[config.mk]
export PLATFORM = sky130hd
export DESIGN_NAME = sgm_back
export DESIGN_NICKNAME = d
export VERILOG_FILES = /design/src/hdl/sgm_pkg.sv /design/src/hdl/sgm_back.sv
export SDC_FILE = /design/constraint.sdc
export NUM_CORES = 1
export LEC_CHECK = 0
export BUFFER_PORTS_ARGS = -buffer_cell sky130_fd_sc_hd__buf_2
export CORE_MARGIN = 5
export CORE_UTILIZATION = 60
export DETAILED_ROUTE_END_ITERATION = 10
export PLACE_DENSITY = 0.78
export SYNTH_ARGS = -nofsm -noshare
export SYNTH_HDL_FRONTEND = slang
export SYNTH_SLANG_ARGS = --single-unit
[constraint.sdc]
create_clock -name clk -period 9.72 [get_ports clk]
set_input_delay 1.944 -clock clk [delete_from_list [all_inputs] [get_ports clk]]
set_output_delay 1.944 -clock clk [all_outputs]
set_load 0.05 [all_outputs]
[src/hdl/sgm_pkg.sv]
// Shared types and constants of the Sobel gradient magnitude block.
// Used by the front end, the entry queue, the back end and the top level.
package sgm_pkg;

	localparam int PIX_W = 8;
	localparam int ROW_W = 13;
	localparam logic [ROW_W-1:0] ROW_CAP = 13'h1FFF;
	localparam int MAG_CLAMP = 65025;
	localparam int Q_DEPTH = 4;
	localparam int Q_PTR_W = $clog2(Q_DEPTH);
	localparam int Q_CNT_W = $clog2(Q_DEPTH + 1);

	localparam logic REG_IMAGE_WIDTH  = 1'b0;
	localparam logic REG_IMAGE_HEIGHT = 1'b1;

	// One window of nine pixels ready for the gradient, plus its frame-end mark.
	typedef struct packed {
		logic [8:0][PIX_W-1:0] win;
		logic                  last;
	} sgm_entry_t;

	typedef struct packed {
		logic full;
		logic empty;
	} sgm_q_status_t;

endpackage

[src/hdl/sgm_back.sv]
// Back end: Sobel sums, squared magnitude with clamp, and a pipelined
// two-bits-per-stage integer square root into the output register.
// Depends on sgm_pkg.
module sgm_back import sgm_pkg::*; (
	input  logic          clk,
	input  logic          arst_n,
	input  sgm_entry_t    q_entry,
	input  sgm_q_status_t q_stat,
	output logic          q_pop,
	output logic          out_valid,
	input  logic          out_ready,
	output logic [7:0]    magnitude,
	output logic          last
);

	typedef struct packed {
		logic [10:0] rem;
		logic [7:0]  root;
	} sqrt_t;

	function automatic sqrt_t sqrt_step(sqrt_t cur, logic [1:0] bits);
		sqrt_t       nxt;
		logic [10:0] acc;
		logic [10:0] trial;
		acc   = {cur.rem[8:0], bits};
		trial = {1'b0, cur.root, 2'b01};
		if (acc >= trial) begin
			nxt.rem  = acc - trial;
			nxt.root = {cur.root[6:0], 1'b1};
		end else begin
			nxt.rem  = acc;
			nxt.root = {cur.root[6:0], 1'b0};
		end
		return nxt;
	endfunction

	logic en;
	logic v_s1, v_s2, v_s3, v_s4, v_s5, v_s6;
	logic l_s1, l_s2, l_s3, l_s4, l_s5, l_s6;
	logic signed [10:0] gx_s1, gy_s1;
	logic [19:0] sqx_s2, sqy_s2;
	logic [15:0] val_s3;
	sqrt_t       sq_s4, sq_s5, sq_s6;
	logic [11:0] rest_s4;
	logic [7:0]  rest_s5;
	logic [3:0]  rest_s6;
	logic        out_valid_q;
	logic [7:0]  magnitude_q;
	logic        last_q;

	logic [9:0]  sum_r, sum_l, sum_t, sum_b;
	logic signed [10:0] gx_d, gy_d;
	logic signed [21:0] px, py;
	logic [20:0] ssum;
	logic [15:0] val_d;
	sqrt_t       sq_fin;

	assign en    = !out_valid_q || out_ready;
	assign q_pop = en && !q_stat.empty;

	always_comb begin
		sum_r = 10'(q_entry.win[2]) + {1'b0, q_entry.win[5], 1'b0} + 10'(q_entry.win[8]);
		sum_l = 10'(q_entry.win[0]) + {1'b0, q_entry.win[3], 1'b0} + 10'(q_entry.win[6]);
		sum_t = 10'(q_entry.win[0]) + {1'b0, q_entry.win[1], 1'b0} + 10'(q_entry.win[2]);
		sum_b = 10'(q_entry.win[6]) + {1'b0, q_entry.win[7], 1'b0} + 10'(q_entry.win[8]);
		gx_d  = $signed({1'b0, sum_r}) - $signed({1'b0, sum_l});
		gy_d  = $signed({1'b0, sum_t}) - $signed({1'b0, sum_b});
		px    = 22'(gx_s1) * 22'(gx_s1);
		py    = 22'(gy_s1) * 22'(gy_s1);
		ssum  = 21'(sqx_s2) + 21'(sqy_s2);
		val_d = (ssum > 21'(MAG_CLAMP)) ? 16'(MAG_CLAMP) : ssum[15:0];
	end

	assign sq_fin = sqrt_step(sqrt_step(sq_s6, rest_s6[3:2]), rest_s6[1:0]);

	always_ff @(posedge clk or negedge arst_n) begin
		if (!arst_n) begin
			v_s1        <= 1'b0;
			v_s2        <= 1'b0;
			v_s3        <= 1'b0;
			v_s4        <= 1'b0;
			v_s5        <= 1'b0;
			v_s6        <= 1'b0;
			out_valid_q <= 1'b0;
		end else if (en) begin
			v_s1        <= q_pop;
			v_s2        <= v_s1;
			v_s3        <= v_s2;
			v_s4        <= v_s3;
			v_s5        <= v_s4;
			v_s6        <= v_s5;
			out_valid_q <= v_s6;
		end
	end

	always_ff @(posedge clk) begin
		if (en) begin
			gx_s1       <= gx_d;
			gy_s1       <= gy_d;
			l_s1        <= q_entry.last;
			sqx_s2      <= px[19:0];
			sqy_s2      <= py[19:0];
			l_s2        <= l_s1;
			val_s3      <= val_d;
			l_s3        <= l_s2;
			sq_s4       <= sqrt_step(sqrt_step('0, val_s3[15:14]), val_s3[13:12]);
			rest_s4     <= val_s3[11:0];
			l_s4        <= l_s3;
			sq_s5       <= sqrt_step(sqrt_step(sq_s4, rest_s4[11:10]), rest_s4[9:8]);
			rest_s5     <= rest_s4[7:0];
			l_s5        <= l_s4;
			sq_s6       <= sqrt_step(sqrt_step(sq_s5, rest_s5[7:6]), rest_s5[5:4]);
			rest_s6     <= rest_s5[3:0];
			l_s6        <= l_s5;
			magnitude_q <= sq_fin.root;
			last_q      <= l_s6;
		end
	end

	assign out_valid = out_valid_q;
	assign magnitude = magnitude_q;
	assign last      = last_q;

endmodule
==> flow_summary.json <==
{
  "cts-htree-levels": 4,
  "viasPerCell": 5.40,
  "yosysSeqAreaShare_pct": 26.5,
  "cts_max_path_buffers": 2,
  "rows": 63,
  "cts_tree": "yes",
  "met1_length_mm": 12.8,
  "drtAntennaViolNets": 0,
  "layout_commonest_cell": "inv_1",
  "core_um2": 29600,
  "slew_headroom_pct": 38.4,
  "synth_ff_type": "edfxtp_1",
  "avgSynthCellArea_um2": 10.4,
  "dieArea_um2": 33400,
  "totalWireLength_mm": 33.3,
  "clock_skew_ns": 0.0138,
  "finalSetupViolCount": 0,
  "gp_congestion": 0.896,
  "synth_nets": 2212,
  "dr_wl_met2_mm": 18.3,
  "maxUsedRoutingLayer": "met4",
  "ctsHoldBuffers": 0,
  "rsz0062_at_grt": "no",
  "routed-via-count": 11800,
  "hp-class": "register to register",
  "yosysUniqueCellTypes": 71,
  "period_minus_slack_ns": 5.76,
  "drt_pass1_iterations": 5,
  "clock_latency_ns": 0.43,
  "synth_edf_count": 152,
  "postCtsSetupRepairBufs": 0,
  "antenna_found_initial": 0,
  "cp_max_fo": 9,
  "cts.sinks": 159,
  "dr_wl_met3_mm": 1.65,
  "finalHoldViolCount": 0,
  "cts_buffers": 17,
  "drv_cap": 0,
  "cts.root.buffer_cell": "clkbuf_16",
  "grt-ovfl-total": 0,
  "diodes": 0,
  "syn2layout_area_growth_pct": 7.62,
  "drtIter0Drc": 544,
  "grt_max_degree": 81,
  "arrival_ns": 5.93,
  "period_share_pct": 59.3,
  "cp-start-kind": "register",
  "cp-end-kind": "register",
  "worst_pin_slew_ns": 0.924,
  "wl_per_cell_um": 15.2,
  "synthCells": 1720,
  "status": "finished clean",
  "io_buffer_count": 79,
  "floorplan.initialDensity_pct": 60.6,
  "drive_gt1_share_pct": 8.27,
  "yosys_warnings": 0,
  "criticalPathCategory": "register to register",
  "cts_resized": 0,
  "synth_seq_cells": 159,
  "grt_pass1_vias": 12600,
  "io_pins": 89,
  "grt_usage_pct": 20.8,
  "drc_errors": 0,
  "finalSetupTns_ns": 0,
  "clk_pin_slew_ns": 0.07,
  "fin_nets": 2280,
  "required_ns": 9.89,
  "fmax_mhz": 174,
  "mostFrequentLayoutCells": "inv_1, fa_1, ha_1",
  "async_reset_ff_share_pct": 4.40,
  "syn-cell-area_um2": 17900,
  "grt_pass1_wl_mm": 56.9,
  "fp.dieW_um": 183,
  "maxSlewViolCount": 0,
  "dp_hpwl_mm": 27.4,
  "die_h_um": 183
}
## sequential cells by signal, summed over array words and instances (netlist names), 4 cells and up
| name | count |
|---|---|
| gx_s1 | 11 |
| val_s3 | 16 |
| rest_s4 | 12 |
| sq_s6 | 15 |
| gy_s1 | 11 |
| sq_s5 | 13 |
| rest_s6 | 4 |
| sq_s4 | 9 |
| magnitude | 8 |
| rest_s5 | 8 |
| sqy_s2 | 19 |
| sqx_s2 | 19 |
## area by class of cell
type / count / area (um2)
Clock buffer: 18 / 429
Clock inverter: 14 / 168
Fill cell: 2310 / 10300
Inverter: 409 / 1550
Multi-Input combinational cell: 1121 / 11500
Sequential cell: 159 / 4740
Tap cell: 390 / 488
Timing Repair Buffer: 80 / 403
## metrics by stage
stage               utilization [%]  worst slack, ns  cells  instance area, um2  hold slack [ns]
global placement               63.2             4.08   2159               18700            0.403
global route                   65.2             3.61   2191               19300            0.416
floorplan                         -             4.10   1720               17900            0.400
detailed placement             63.2             3.99   2159               18700            0.405
CTS                            65.2             3.94   2191               19300            0.412
finish                         65.2             3.96   2191               19300            0.414
## worst max-delay path, cell delays in order (launching register included)
cell       delay, ns
edfxtp_1        0.59
inv_1           0.23
nor2_1          0.20
inv_1           0.07
fa_1            0.50
fa_1            0.44
fa_1            0.54
inv_1           0.05
fa_1            0.53
inv_1           0.06
fa_1            0.52
inv_1           0.04
ha_1            0.25
o41ai_1         0.68
o2111ai_1       0.25
a31o_2          0.27
a21oi_1         0.16
xnor2_1         0.10
## synth_stat cells, types with 10 or more instances
cell,number,area share [%]
xor2_1,22,1.1
a21o_1,24,1.0
nor3_1,32,0.89
fa_1,249,28
o21ai_0,39,1.1
a211oi_1,10,0.42
nor2_1,69,1.4
xnor2_1,83,4.1
a21oi_1,66,1.8
nor2b_1,31,1.1
nand3_1,17,0.48
edfxtp_1,152,25
o21a_1,12,0.50
clkbuf_1,27,0.57
ha_1,165,12
or2_2,10,0.35
and2_1,55,1.9
inv_1,407,8.5
nand2b_1,13,0.45
nand2_1,93,1.9
## per-layer routing
layer | vias to the layer above | track usage [%]
met5 | - | 0
met4 | 0 | 4.65
met3 | 48 | 4.01
met2 | 264 | 39.7
met1 | 5875 | 24.2
li1 | 5654 | -
## path summary, 6_finish.rpt
check                                start         end  slack (ns)  cells past startpoint
worst max-delay path              gy_s1[6]  sqy_s2[18]        3.96                     17
worst min-delay path            rest_s4[4]  rest_s5[4]        0.41                      0
worst max register to register    gy_s1[6]  sqy_s2[18]        3.96                     17
worst min register to register  rest_s4[4]  rest_s5[4]        0.41                      0
max in group asynchronous           arst_n   out_valid        8.24                      1
min in group asynchronous           arst_n        v_s1        1.32                      1
## cells by family (layout without fill, tap and decap cells)
| group | after synthesis | in the layout | share of synthesized area, % |
|---|---|---|---|
| buf+inv | 440 | 521 | 9.32 |
| fa+ha+maj | 414 | 414 | 39.4 |
| simple gates | 374 | 374 | 11.0 |
| compound gates | 214 | 214 | 7.89 |
| flops | 159 | 159 | 26.5 |
| xor+xnor | 105 | 105 | 5.14 |
| mux | 14 | 14 | 0.839 |
Power is left out: the tool's default activity adds up to more than one toggle a clock period on the data nets, which glitch-free logic cannot reach.
