--- src/hdl/sgm_pkg.sv ---
// Shared types and constants of the Sobel gradient magnitude block.
// Used by the front end, the entry queue, the back end and the top level.
package sgm_pkg;

	localparam int PIX_W = 8;
	localparam int ROW_W = 13;
	localparam logic [ROW_W-1:0] ROW_CAP = 13'h1FFF;
	localparam int MAG_CLAMP = 65025;
	localparam int Q_DEPTH = 4;
	localparam int Q_PTR_W = $clog2(Q_DEPTH);
	localparam int Q_CNT_W = $clog2(Q_DEPTH + 1);

	localparam logic REG_IMAGE_WIDTH  = 1'b0;
	localparam logic REG_IMAGE_HEIGHT = 1'b1;

	// One window of nine pixels ready for the gradient, plus its frame-end mark.
	typedef struct packed {
		logic [8:0][PIX_W-1:0] win;
		logic                  last;
	} sgm_entry_t;

	typedef struct packed {
		logic full;
		logic empty;
	} sgm_q_status_t;

endpackage

--- src/hdl/sgm_queue.sv ---
// Short request queue between the front end and the back end.
// Depends on sgm_pkg for the entry type and the queue depth.
module sgm_queue import sgm_pkg::*; (
	input  logic          clk,
	input  logic          arst_n,
	input  logic          push,
	input  sgm_entry_t    push_entry,
	input  logic          pop,
	output sgm_entry_t    pop_entry,
	output sgm_q_status_t stat
);

	sgm_entry_t           mem_q [Q_DEPTH];
	logic [Q_PTR_W-1:0]   wr_ptr_q;
	logic [Q_PTR_W-1:0]   rd_ptr_q;
	logic [Q_CNT_W-1:0]   count_q;

	assign stat.full  = count_q == Q_CNT_W'(Q_DEPTH);
	assign stat.empty = count_q == '0;
	assign pop_entry  = mem_q[rd_ptr_q];

	always_ff @(posedge clk) begin
		if (push) begin
			mem_q[wr_ptr_q] <= push_entry;
		end
	end

	always_ff @(posedge clk or negedge arst_n) begin
		if (!arst_n) begin
			wr_ptr_q <= '0;
			rd_ptr_q <= '0;
			count_q  <= '0;
		end else begin
			if (push) begin
				wr_ptr_q <= wr_ptr_q + Q_PTR_W'(1);
			end
			if (pop) begin
				rd_ptr_q <= rd_ptr_q + Q_PTR_W'(1);
			end
			priority if (push && !pop) begin
				count_q <= count_q + Q_CNT_W'(1);
			end else if (pop && !push) begin
				count_q <= count_q - Q_CNT_W'(1);
			end
		end
	end

endmodule

--- config.mk ---
export PLATFORM = sky130hd
export DESIGN_NAME = sgm_queue
export DESIGN_NICKNAME = d
export VERILOG_FILES = /design/src/hdl/sgm_pkg.sv /design/src/hdl/sgm_queue.sv
export SDC_FILE = /design/constraint.sdc
export NUM_CORES = 1
export LEC_CHECK = 0
export BUFFER_PORTS_ARGS = -buffer_cell sky130_fd_sc_hd__buf_2
export CAP_MARGIN = 20
export CORE_UTILIZATION = 40
export DETAILED_ROUTE_END_ITERATION = 8
export PLACE_DENSITY = 0.56
export SYNTH_ARGS = -nofsm -noshare
export SYNTH_HDL_FRONTEND = slang
export SYNTH_SLANG_ARGS = --single-unit
--- constraint.sdc ---
create_clock -name clk -period 3.9 [get_ports clk]
set_input_delay 0.78 -clock clk [delete_from_list [all_inputs] [get_ports clk]]
set_output_delay 0.78 -clock clk [all_outputs]
set_load 0.01 [all_outputs]
==> metrics.txt, run 1 <==
nets=676; initial DRC count=273; Post-CTS Setup Inserts=0; CP Launch Type=register; Initial Util=40.6%; Synth Flop Type=edfxtp_1; Final Critical Period=3.08 ns; remaining antenna violation count after routing=0; leading area contributor after synthesis=edfxtp_1; hold buffer count at CTS=0; first-pass GRT wire length=30700 um; vias in the first global route=5354; Crit Path Max Fanout=17; final period utilization=79.0%; clock network power share=27.3%; highest clock rate=325 MHz; Worst-Margin Slew=0.638 ns; CTS Sinks=299; layout cells sized above 1=45.9%; Synth Warn #=0; Post-synth EDFFs=292; WL per Instance=20.9 um; Layout area overhead=19.7%; die height=167 um; Synth top cells by count=292 x edfxtp_1, 73 x mux4_2, 7 x buf_2, 7 x dfrtp_1, 6 x buf_6; Die Width=167 um; Worst setup startpoint=rd_ptr_q[0]$_DFFE_PN0P_; Required @ worst endpoint=3.12 ns; setup TNS=0 ns; register area share after synthesis=81.9%; # rows=60; DRC Markers=0; Net Count, Synth=498; Port-buffer cells=151; Psw=0.00276 W; Synth cell types=19; Hold Crit Class=in2async; Clock Skew=0.0104 ns; fill cell count=2198; grt total ovfl=0; core area=26900 um^2; Vias/cell=5.07; maximum VDD drop=0.413 mV; CTS Buffer Depth=3; Total Routing Usage GR=14.5%; RSZ-0062 raised after global routing=false; most area-consuming cells after synthesis=edfxtp_1 80%, mux4_2 15%, dfrtp_1 1.6%; die area=28000 um^2; Synth Cell Area=10900 um^2; Leak Pwr=4.47 nW; CTS tree=built; status=completed; final hold vios=0; Synth Area per Inst=26.3 um^2; Mapped Cells=415; Routed WL=19900 um; # H-tree levels=1; internal power=0.00709 W; Max Cap Viol=0; reg-to-reg startpoint=wr_ptr_q[0]$_DFFE_PN0P_; 1st-pass router iterations=4; via count=4844; Final setup viols=0; root buffer cell=clkbuf_16; Resized Gates After CTS=0; sw frac=28.1%; Yosys top cell area share=80.3%; Clock Pin Slew Worst Setup and Hold Paths=0.06 ns; Inserted Clock Buffers=31; Worst Setup End Kind=output pin; Worst Setup Path Type=reg2out; IO Pins=152; initial antenna violation count=1; share of power burned in registers=45.5%; post-DP HPWL=11800 um; Gate power share=27.1%; Placer Congestion=0.691; register bit total from synthesis=299; Post-synth ARST share=2.34%; number of diodes=0; total power draw=0.00985 W; Power Density=753 nW/um^2; most frequent cell after synthesis=edfxtp_1; pins over their slew limit=0; worst skew pair latency=0.54 ns; arrival time of the worst setup path=2.30 ns; largest net degree at the start of global routing=42; Slew HR=57.5%
==> final timing paths <==
kind                                      endpoint  slack, ns  cells past startpoint
setup / recovery                     pop_entry[25]       0.82                      3
hold / removal              count_q[0]$_DFFE_PN0P_       0.07                      1
setup reg to reg            mem_q[0][29]$_DFFE_PP_       1.88                      4
hold reg to reg             count_q[2]$_DFFE_PN0P_       0.49                      1
max in group asynchronous  rd_ptr_q[0]$_DFFE_PN0P_       3.65                      1
min in group clk            mem_q[3][46]$_DFFE_PP_       0.45                      1
==> area by class of cell <==
| cell class | instances | area [um^2] | share of cell area [%] |
|---|---|---|---|
| sequential | 299 | 8950 | 68.4 |
| inverter | 4 | 15.0 | 0.115 |
| tap | 341 | 427 | 3.26 |
| clock buffer | 44 | 865 | 6.61 |
| multi-input combinational | 96 | 1850 | 14.2 |
| clock inverter | 10 | 73.8 | 0.564 |
| timing repair buffer | 161 | 893 | 6.83 |
==> cells by family after synthesis <==
logic type / after synthesis / synth area share [%]
DFF: 299 / 81.9
muxes: 74 / 15.2
buffers and inverters: 20 / 1.25
and+or+nand+nor: 9 / 0.447
xor gates and xnor gates: 6 / 0.481
adders and majority gates: 6 / 0.756
AOI/OAI and AO/OA: 1 / 0.0458
==> power groups by stage <==
stage | registers, W | clock network [W] | logic (W)
after detailed placement | 0.00457 | 0 | 0.00275
final | 0.00449 | 0.00269 | 0.00267
after CTS | 0.00451 | 0.00277 | 0.00276
after global routing | 0.00456 | 0.00289 | 0.00290
after floorplan | 0.00440 | 0 | 0.00186
after global placement | 0.00453 | 0 | 0.00274
==> state kept, by name (all words and copies together) (netlist names) <==
name / cells
count_q: 3
mem_q: 292
rd_ptr_q: 2
wr_ptr_q: 2
==> through the flow <==
step	instance area (um^2)	hold WS [ns]	util, %	std cells	worst slack (ns)
after floorplan	10900	0.456	-	415	0.974
after global placement	12100	0.472	45.2	901	1.33
after detailed placement	12100	0.479	45.2	901	1.33
after CTS	13100	0.0371	48.7	955	0.735
after global routing	13100	0.0388	48.7	955	0.678
final	13100	0.0682	48.7	955	0.819
==> cell usage in the layout, fill, tap and decap left out <==
| master | synthesis | routed |
|---|---|---|
| edfxtp_1 | 292 | 292 |
| buf_2 | 7 | 151 |
| mux4_2 | 73 | 73 |
| clkbuf_16 | 0 | 31 |
| clkbuf_1 | 1 | 9 |
| ha_1 | 5 | 5 |
| dfrtp_1 | 7 | 5 |
| buf_12 | 0 | 5 |
| buf_4 | 2 | 5 |
| inv_1 | 4 | 4 |
| and2_4 | 0 | 4 |
| xor2_1 | 4 | 4 |
| clkbuf_8 | 0 | 4 |
| clkinv_2 | 0 | 4 |
| clkinv_1 | 0 | 4 |
| xnor2_1 | 2 | 2 |
| nand2_1 | 2 | 2 |
| dfrtp_4 | 0 | 2 |
| nor3_1 | 1 | 1 |
| nor3b_1 | 1 | 1 |
| mux2_2 | 1 | 1 |
| o21ai_0 | 1 | 1 |
| nor2_1 | 1 | 1 |
| fa_1 | 1 | 1 |
| inv_6 | 0 | 1 |
| bufinv_16 | 0 | 1 |
==> routing by layer <==
layer / vias up / wire length (um) / global-route usage, %
li1: 2137 / - / -
met1: 2550 / 8330 / 18.4
met2: 134 / 10000 / 24.7
met3: 21 / 1350 / 4.14
met4: 2 / 228 / 3.31
met5: - / 9 / 0
==> critical path, stage by stage (launching register included) <==
cell and delay (ns):
dfrtp_4 0.66, buf_4 0.37, mux4_2 0.57, buf_2 0.16
Note: power is estimated with default switching activity, not from simulation.
==> run 2: changes to the inputs <==
--- a/config.mk
+++ b/config.mk
@@ -9,7 +9,7 @@
 export CAP_MARGIN = 20
 export CORE_UTILIZATION = 40
 export DETAILED_ROUTE_END_ITERATION = 8
-export PLACE_DENSITY = 0.56
+export PLACE_DENSITY = 0.58
 export SYNTH_ARGS = -nofsm -noshare
 export SYNTH_HDL_FRONTEND = slang
 export SYNTH_SLANG_ARGS = --single-unit
==> constraint.sdc (replaced) <==
create_clock -name clk -period 2.8 [get_ports clk]
set_input_delay 0.56 -clock clk [delete_from_list [all_inputs] [get_ports clk]]
set_output_delay 0.56 -clock clk [all_outputs]
set_load 0.01 [all_outputs]
==> run 2 against run 1 <==
  * Die area stayed put
  * Sequential share of layout area down 0.63 points
  * Clock skew shrank 0.0033 ns
  * Flip-flop and latch count unchanged
  * Clock power increased by 37%
  * Register-to-register slack worse by 0.75 ns
  * Non-clock buffer count is 12 higher
  * First-iteration DRC count rose by 8.8%
  * Sequential power is 37% higher
  * Critical endpoint is now pop_entry[69]
==> metrics.txt, run 2 (same netlist as run 1, synthesis figures left out) <==
CTS tree=built (unchanged); Inserted Clock Buffers=30 (was 31); Layout area overhead=20.8% (was 19.7%); DRC Markers=0 (unchanged); Total Routing Usage GR=14.5% (about the same); Port-buffer cells=151 (unchanged); Resized Gates After CTS=0 (unchanged); reg2reg path depth=4 (unchanged); WL per Instance=20.4 um (was 20.9 um); setup TNS=0 ns (unchanged); Worst Setup End Kind=output pin (unchanged); fill cell count=2217 (was 2198); worst hold path startpoint=push_entry[11]; area occupied by multi-input gates=1850 um^2 (unchanged); total power draw=0.0138 W (was 0.00985 W); # rows=60 (unchanged); share of power burned in registers=44.4% (was 45.5%); Worst Setup Path Type=reg2out (unchanged); arrival time of the worst setup path=2.13 ns (was 2.30 ns); highest clock rate=371 MHz; CTS Buffer Depth=3 (unchanged); initial antenna violation count=2 (was 1); slowest CP cell=dfrtp_4 (unchanged); Slew HR=68.9% (was 57.5%); hold depth=1; via count=4912 (was 4844); internal power=0.00994 W (was 0.00709 W); grt total ovfl=0 (unchanged); Routed WL=19800 um (was 19900 um); Final setup viols=0 (unchanged); clock network power share=26.6% (was 27.3%); Hold Crit Endpoint=mem_q[3][11]$_DFFE_PP_; commonest non-fill, non-tap cells in the layout=292 x edfxtp_1, 151 x buf_2, 73 x mux4_2 (unchanged); reg-to-reg startpoint=wr_ptr_q[1]$_DFFE_PN0P_ (was wr_ptr_q[0]$_DFFE_PN0P_); commonest non-fill, non-tap cell in the layout=edfxtp_1 (unchanged); nets=687 (was 676); pins over their slew limit=0 (unchanged); die area=28000 um^2 (unchanged); Top delay family on crit path=flip-flops (unchanged); largest net degree at the start of global routing=46 (was 42); die height=167 um (unchanged); post-DP HPWL=12000 um (was 11800 um); Psw=0.00389 W (was 0.00276 W); Hold Crit Class=in2reg (was in2async); initial DRC count=297 (was 273); final hold vios=0 (unchanged); FF+latch area=8950 um^2 (unchanged); first-pass GRT wire length=30800 um (was 30700 um); flop-to-flop setup slack=1.13 ns (was 1.88 ns); vias in the first global route=5457 (was 5354); Clock Skew=0.00709 ns (was 0.0104 ns); Power Density=1050 nW/um^2 (was 753 nW/um^2); Vias/cell=5.06 (was 5.07); root buffer cell=clkbuf_16 (unchanged); # H-tree levels=1 (unchanged); 1st-pass router iterations=4 (unchanged); Die Width=167 um (unchanged); Max Cap Viol=0 (unchanged); Initial Util=40.6% (unchanged); RSZ-0062 raised after global routing=false (unchanged); Final Critical Period=2.69 ns; R2R Path End=mem_q[1][71]$_DFFE_PP_ (was mem_q[0][29]$_DFFE_PP_); status=completed (unchanged); Leak Pwr=4.53 nW (was 4.47 nW); Placer Congestion=0.688 (was 0.691); Clock Pin Slew Worst Setup and Hold Paths=0.06 ns (about the same); CTS Sinks=299 (unchanged); worst stage delay on the critical path=0.73 ns (was 0.66 ns); sw frac=28.1% (about the same); maximum VDD drop=0.514 mV (was 0.413 mV); remaining antenna violation count after routing=0 (unchanged); Crit Path Max Fanout=34 (was 17); core area=26900 um^2 (unchanged); Gate power share=29.0% (was 27.1%); Required @ worst endpoint=2.24 ns (was 3.12 ns); hold slack=0.227 ns (was 0.0682 ns); CP bufs+invs=2 (unchanged); Largest regs=mem_q (292), count_q (3) (unchanged); final period utilization=96.2%; CP Launch Type=register (unchanged); layout cells sized above 1=46.2% (was 45.9%); Finished Core Util=49.1% (was 48.7%); worst skew pair latency=0.54 ns (about the same); IO Pins=152 (unchanged); Worst-Margin Slew=0.467 ns (was 0.638 ns); crit-path cells=buf_12 -> mux4_2 -> buf_2 (was buf_4 -> mux4_2 -> buf_2); max reg flops=292 (unchanged); Biggest register=mem_q (unchanged)
[run 2: worst max path at each step]
stage	startpoint	endpoint	slack, ns	cells after the start
floorplan	wr_ptr_q[0]$_DFFE_PN0P_	mem_q[2][0]$_DFFE_PP_	0.04	3
global placement	rd_ptr_q[0]$_DFFE_PN0P_	pop_entry[68]	0.49	3
detailed placement	rd_ptr_q[0]$_DFFE_PN0P_	pop_entry[68]	0.49	3
CTS	rd_ptr_q[0]$_DFFE_PN0P_	pop_entry[68]	0.03	3
global route	rd_ptr_q[1]$_DFFE_PN0P_	pop_entry[69]	0.02	3
finish	rd_ptr_q[1]$_DFFE_PN0P_	pop_entry[69]	0.11	3
[run 2: area by class of cell]
type | count | area share, %
Tap cell | 341 | 3.23
Clock inverter | 14 | 0.682
Sequential cell | 299 | 67.8
Multi-Input combinational cell | 96 | 14.0
Timing Repair Buffer | 173 | 7.91
Antenna cell | 1 | 0.0190
Clock buffer | 42 | 6.19
Inverter | 4 | 0.114
[run 2: per-stage QoR]
stage                     area [um^2]  setup slack, ns  instances
after floorplan                 10900           0.0387        415
after global placement          12200            0.492        907
after detailed placement        12200            0.488        907
after CTS                       13200           0.0303        965
after global routing            13200           0.0237        969
final                           13200            0.107        970
[run 2: layer usage]
metal,wire length (um),track usage (%),vias to the layer above
met3,1240,3.69,35
met4,402,4.15,2
li1,-,-,2161
met2,9800,24.3,134
met1,8370,18.8,2580
met5,14,0,-
[run 2: what timing repair did]
action | CTS | global route
setup buffers | 1 | 4
hold buffers | 1 | 0
endpoints found under the setup margin | 56 | 2
endpoints found under the hold margin | 7 | 0
pin swaps | 0 | 0
[run 2: power groups by stage]
stage          Combinational [W]  Clock, W  Sequential (W)
6_report                 0.00401   0.00368         0.00615
5_1_grt                  0.00434   0.00395         0.00623
4_1_cts                  0.00401   0.00380         0.00623
3_5_place_dp             0.00392         0         0.00636
3_3_place_gp             0.00391         0         0.00630
2_1_floorplan            0.00260         0         0.00613
==> run 3: changes to the inputs <==
--- a/config.mk
+++ b/config.mk
@@ -7,9 +7,9 @@
 export LEC_CHECK = 0
 export BUFFER_PORTS_ARGS = -buffer_cell sky130_fd_sc_hd__buf_2
 export CAP_MARGIN = 20
-export CORE_UTILIZATION = 40
+export CORE_UTILIZATION = 25
 export DETAILED_ROUTE_END_ITERATION = 8
-export PLACE_DENSITY = 0.58
+export PLACE_DENSITY = 0.4
 export SYNTH_ARGS = -nofsm -noshare
 export SYNTH_HDL_FRONTEND = slang
 export SYNTH_SLANG_ARGS = --single-unit
==> run 3 against run 2 <==
  * Total power up 4.7%
  * Worst setup slack better by 0.12 ns
  * Global-route usage down 3.8 points
  * Via count up 0.86%
  * Clock power up 15%
  * Count of clock-buffer cells in the layout up 6
  * Sequential power about the same
  * First-iteration DRC count down 56%
  * Non-clock buffer count down 5
  * Wire length up 16%
  * Critical path type unchanged
  * Largest power group unchanged
==> metrics.txt, run 3 (same netlist as run 1, synthesis figures left out) <==
Final Critical Period=2.58 ns (was 2.69 ns); Final setup viols=0 (unchanged); die height=211 um (was 167 um); number of diodes=0 (was 1); vias in the first global route=5727 (was 5457); FF+latch area=8950 um^2 (unchanged); arrival time of the worst setup path=2.02 ns (was 2.13 ns); CP Launch Type=register (unchanged); Hold Crit Class=in2reg (unchanged); 1st-pass router iterations=4 (unchanged); Clock Skew=0.0121 ns (was 0.00709 ns); final period utilization=92.0% (was 96.2%); Crit Path Max Fanout=18 (was 34); Layout area overhead=25.0% (was 20.8%); Required @ worst endpoint=2.24 ns (about the same); Clock Pin Slew Worst Setup and Hold Paths=0.05 ns (was 0.06 ns); Worst-Margin Slew=0.516 ns (was 0.467 ns); WL per Instance=18.9 um (was 20.4 um); nets=688 (was 687); worst skew pair latency=0.52 ns (was 0.54 ns); Biggest register=mem_q (unchanged); status=completed (unchanged); initial antenna violation count=2 (unchanged); Vias/cell=4.08 (was 5.06); commonest non-fill, non-tap cells in the layout=292 x edfxtp_1, 151 x buf_2, 73 x mux4_2 (unchanged); Leak Pwr=4.59 nW (was 4.53 nW); Worst Setup Path Type=reg2out (unchanged); Die Width=211 um (was 167 um); via count=4954 (was 4912); Inserted Clock Buffers=36 (was 30); # rows=76 (was 60); Power Density=1060 nW/um^2 (was 1050 nW/um^2); CTS Sinks=299 (unchanged); CTS Buffer Depth=3 (unchanged); core area=43100 um^2 (was 26900 um^2); Worst Setup End Kind=output pin (unchanged); Largest regs=mem_q (292), count_q (3) (unchanged); Initial Util=25.4% (was 40.6%); IO Pins=152 (unchanged); Total Routing Usage GR=10.7% (was 14.5%); max reg flops=292 (unchanged); fill cell count=4122 (was 2217); Port-buffer cells=151 (unchanged); final hold vios=0 (unchanged); hold slack=0.251 ns (was 0.227 ns); root buffer cell=clkbuf_16 (unchanged); initial DRC count=130 (was 297); Routed WL=23000 um (was 19800 um); area occupied by multi-input gates=1850 um^2 (unchanged); remaining antenna violation count after routing=0 (unchanged); RSZ-0062 raised after global routing=false (unchanged); Placer Congestion=0.659 (was 0.688); largest net degree at the start of global routing=74 (was 46); layout cells sized above 1=46.9% (was 46.2%); setup TNS=0 ns (unchanged); maximum VDD drop=0.516 mV (was 0.514 mV); die area=44500 um^2 (was 28000 um^2); Max Cap Viol=0 (unchanged); Finished Core Util=31.7% (was 49.1%); post-DP HPWL=12700 um (was 12000 um); pins over their slew limit=0 (unchanged); commonest non-fill, non-tap cell in the layout=edfxtp_1 (unchanged); grt total ovfl=0 (unchanged); Slew HR=65.6% (was 68.9%); highest clock rate=388 MHz (was 371 MHz); first-pass GRT wire length=34800 um (was 30800 um); # H-tree levels=2 (was 1); DRC Markers=0 (unchanged); CTS tree=built (unchanged)
-- run 3: cell types whose count changed in the layout (fill, tap and decap cells not counted) --
cell        change
clkinv_1        -4
clkinvlp_4      +2
clkinv_4        +1
clkinv_2        +2
diode_2         -1
buf_4           -7
buf_8           -1
inv_6           -1
buf_12          +3
clkbuf_16       +6
-- run 3: area by class of cell --
class,instances,share of cell area [%]
repair buffers,168,7.59
clock buffers,48,7.08
inverters,4,0.110
well taps,585,5.36
multi-input cells,96,13.6
clock inverters,14,0.733
flip-flops and latches,299,65.5
-- run 3: path summary, 6_finish.rpt --
| path | from | endpoint | slack [ns] | depth (start not counted) |
|---|---|---|---|---|
| setup / recovery | rd_ptr_q[0]$_DFFE_PN0P_ | pop_entry[27] | 0.22 | 4 |
| hold / removal | push_entry[6] | mem_q[1][6]$_DFFE_PP_ | 0.25 | 1 |
| setup reg to reg | wr_ptr_q[0]$_DFFE_PN0P_ | mem_q[0][32]$_DFFE_PP_ | 1.16 | 4 |
| hold reg to reg | count_q[2]$_DFFE_PN0P_ | count_q[2]$_DFFE_PN0P_ | 0.50 | 1 |
| max in group asynchronous | arst_n | rd_ptr_q[1]$_DFFE_PN0P_ | 2.21 | 2 |
| min in group asynchronous | arst_n | count_q[0]$_DFFE_PN0P_ | 0.40 | 2 |
-- run 3: report_power, final --
| group | total (W) | internal, W | switching [W] |
|---|---|---|---|
| Sequential | 0.00613 | 0.00587 | 0.000267 |
| Combinational | 0.00414 | 0.00199 | 0.00215 |
| Clock | 0.00422 | 0.00251 | 0.00171 |
| Total | 0.0145 | 0.0104 | 0.00413 |
-- run 3: metrics by stage --
step	total power (W)	worst slack (ns)	area, um^2	instances
2_1_floorplan	0.00873	0.0387	10900	415
3_3_place_gp	0.0104	0.491	12500	1146
3_5_place_dp	0.0104	0.474	12500	1146
4_1_cts	0.0149	0.147	13700	1214
5_1_grt	0.0153	0.120	13700	1214
6_report	0.0145	0.225	13700	1214
-- run 3: critical path: stages, from the launching register on --
cell and delay [ns]:
dfrtp_4 0.45, buf_12 0.13, buf_12 0.19, mux4_2 0.55, buf_2 0.16
-- run 3: what timing repair did --
item | 4_1_cts | 5_1_grt
endpoints found under the hold margin | 7 | 0
setup endpoints to repair | 58 | 0
hold buffers | 1 | 0
resized for setup | 0 | 0
buffers inserted | 5 | 0
-- run 3: layer usage --
layer / vias up / global-route usage (%) / share of wire [%]
met5: - / 0 / 0.12
met4: 4 / 4.77 / 2.6
li1: 2163 / - / -
met2: 111 / 17.7 / 50
met3: 42 / 3.17 / 5.7
met1: 2634 / 12.8 / 42
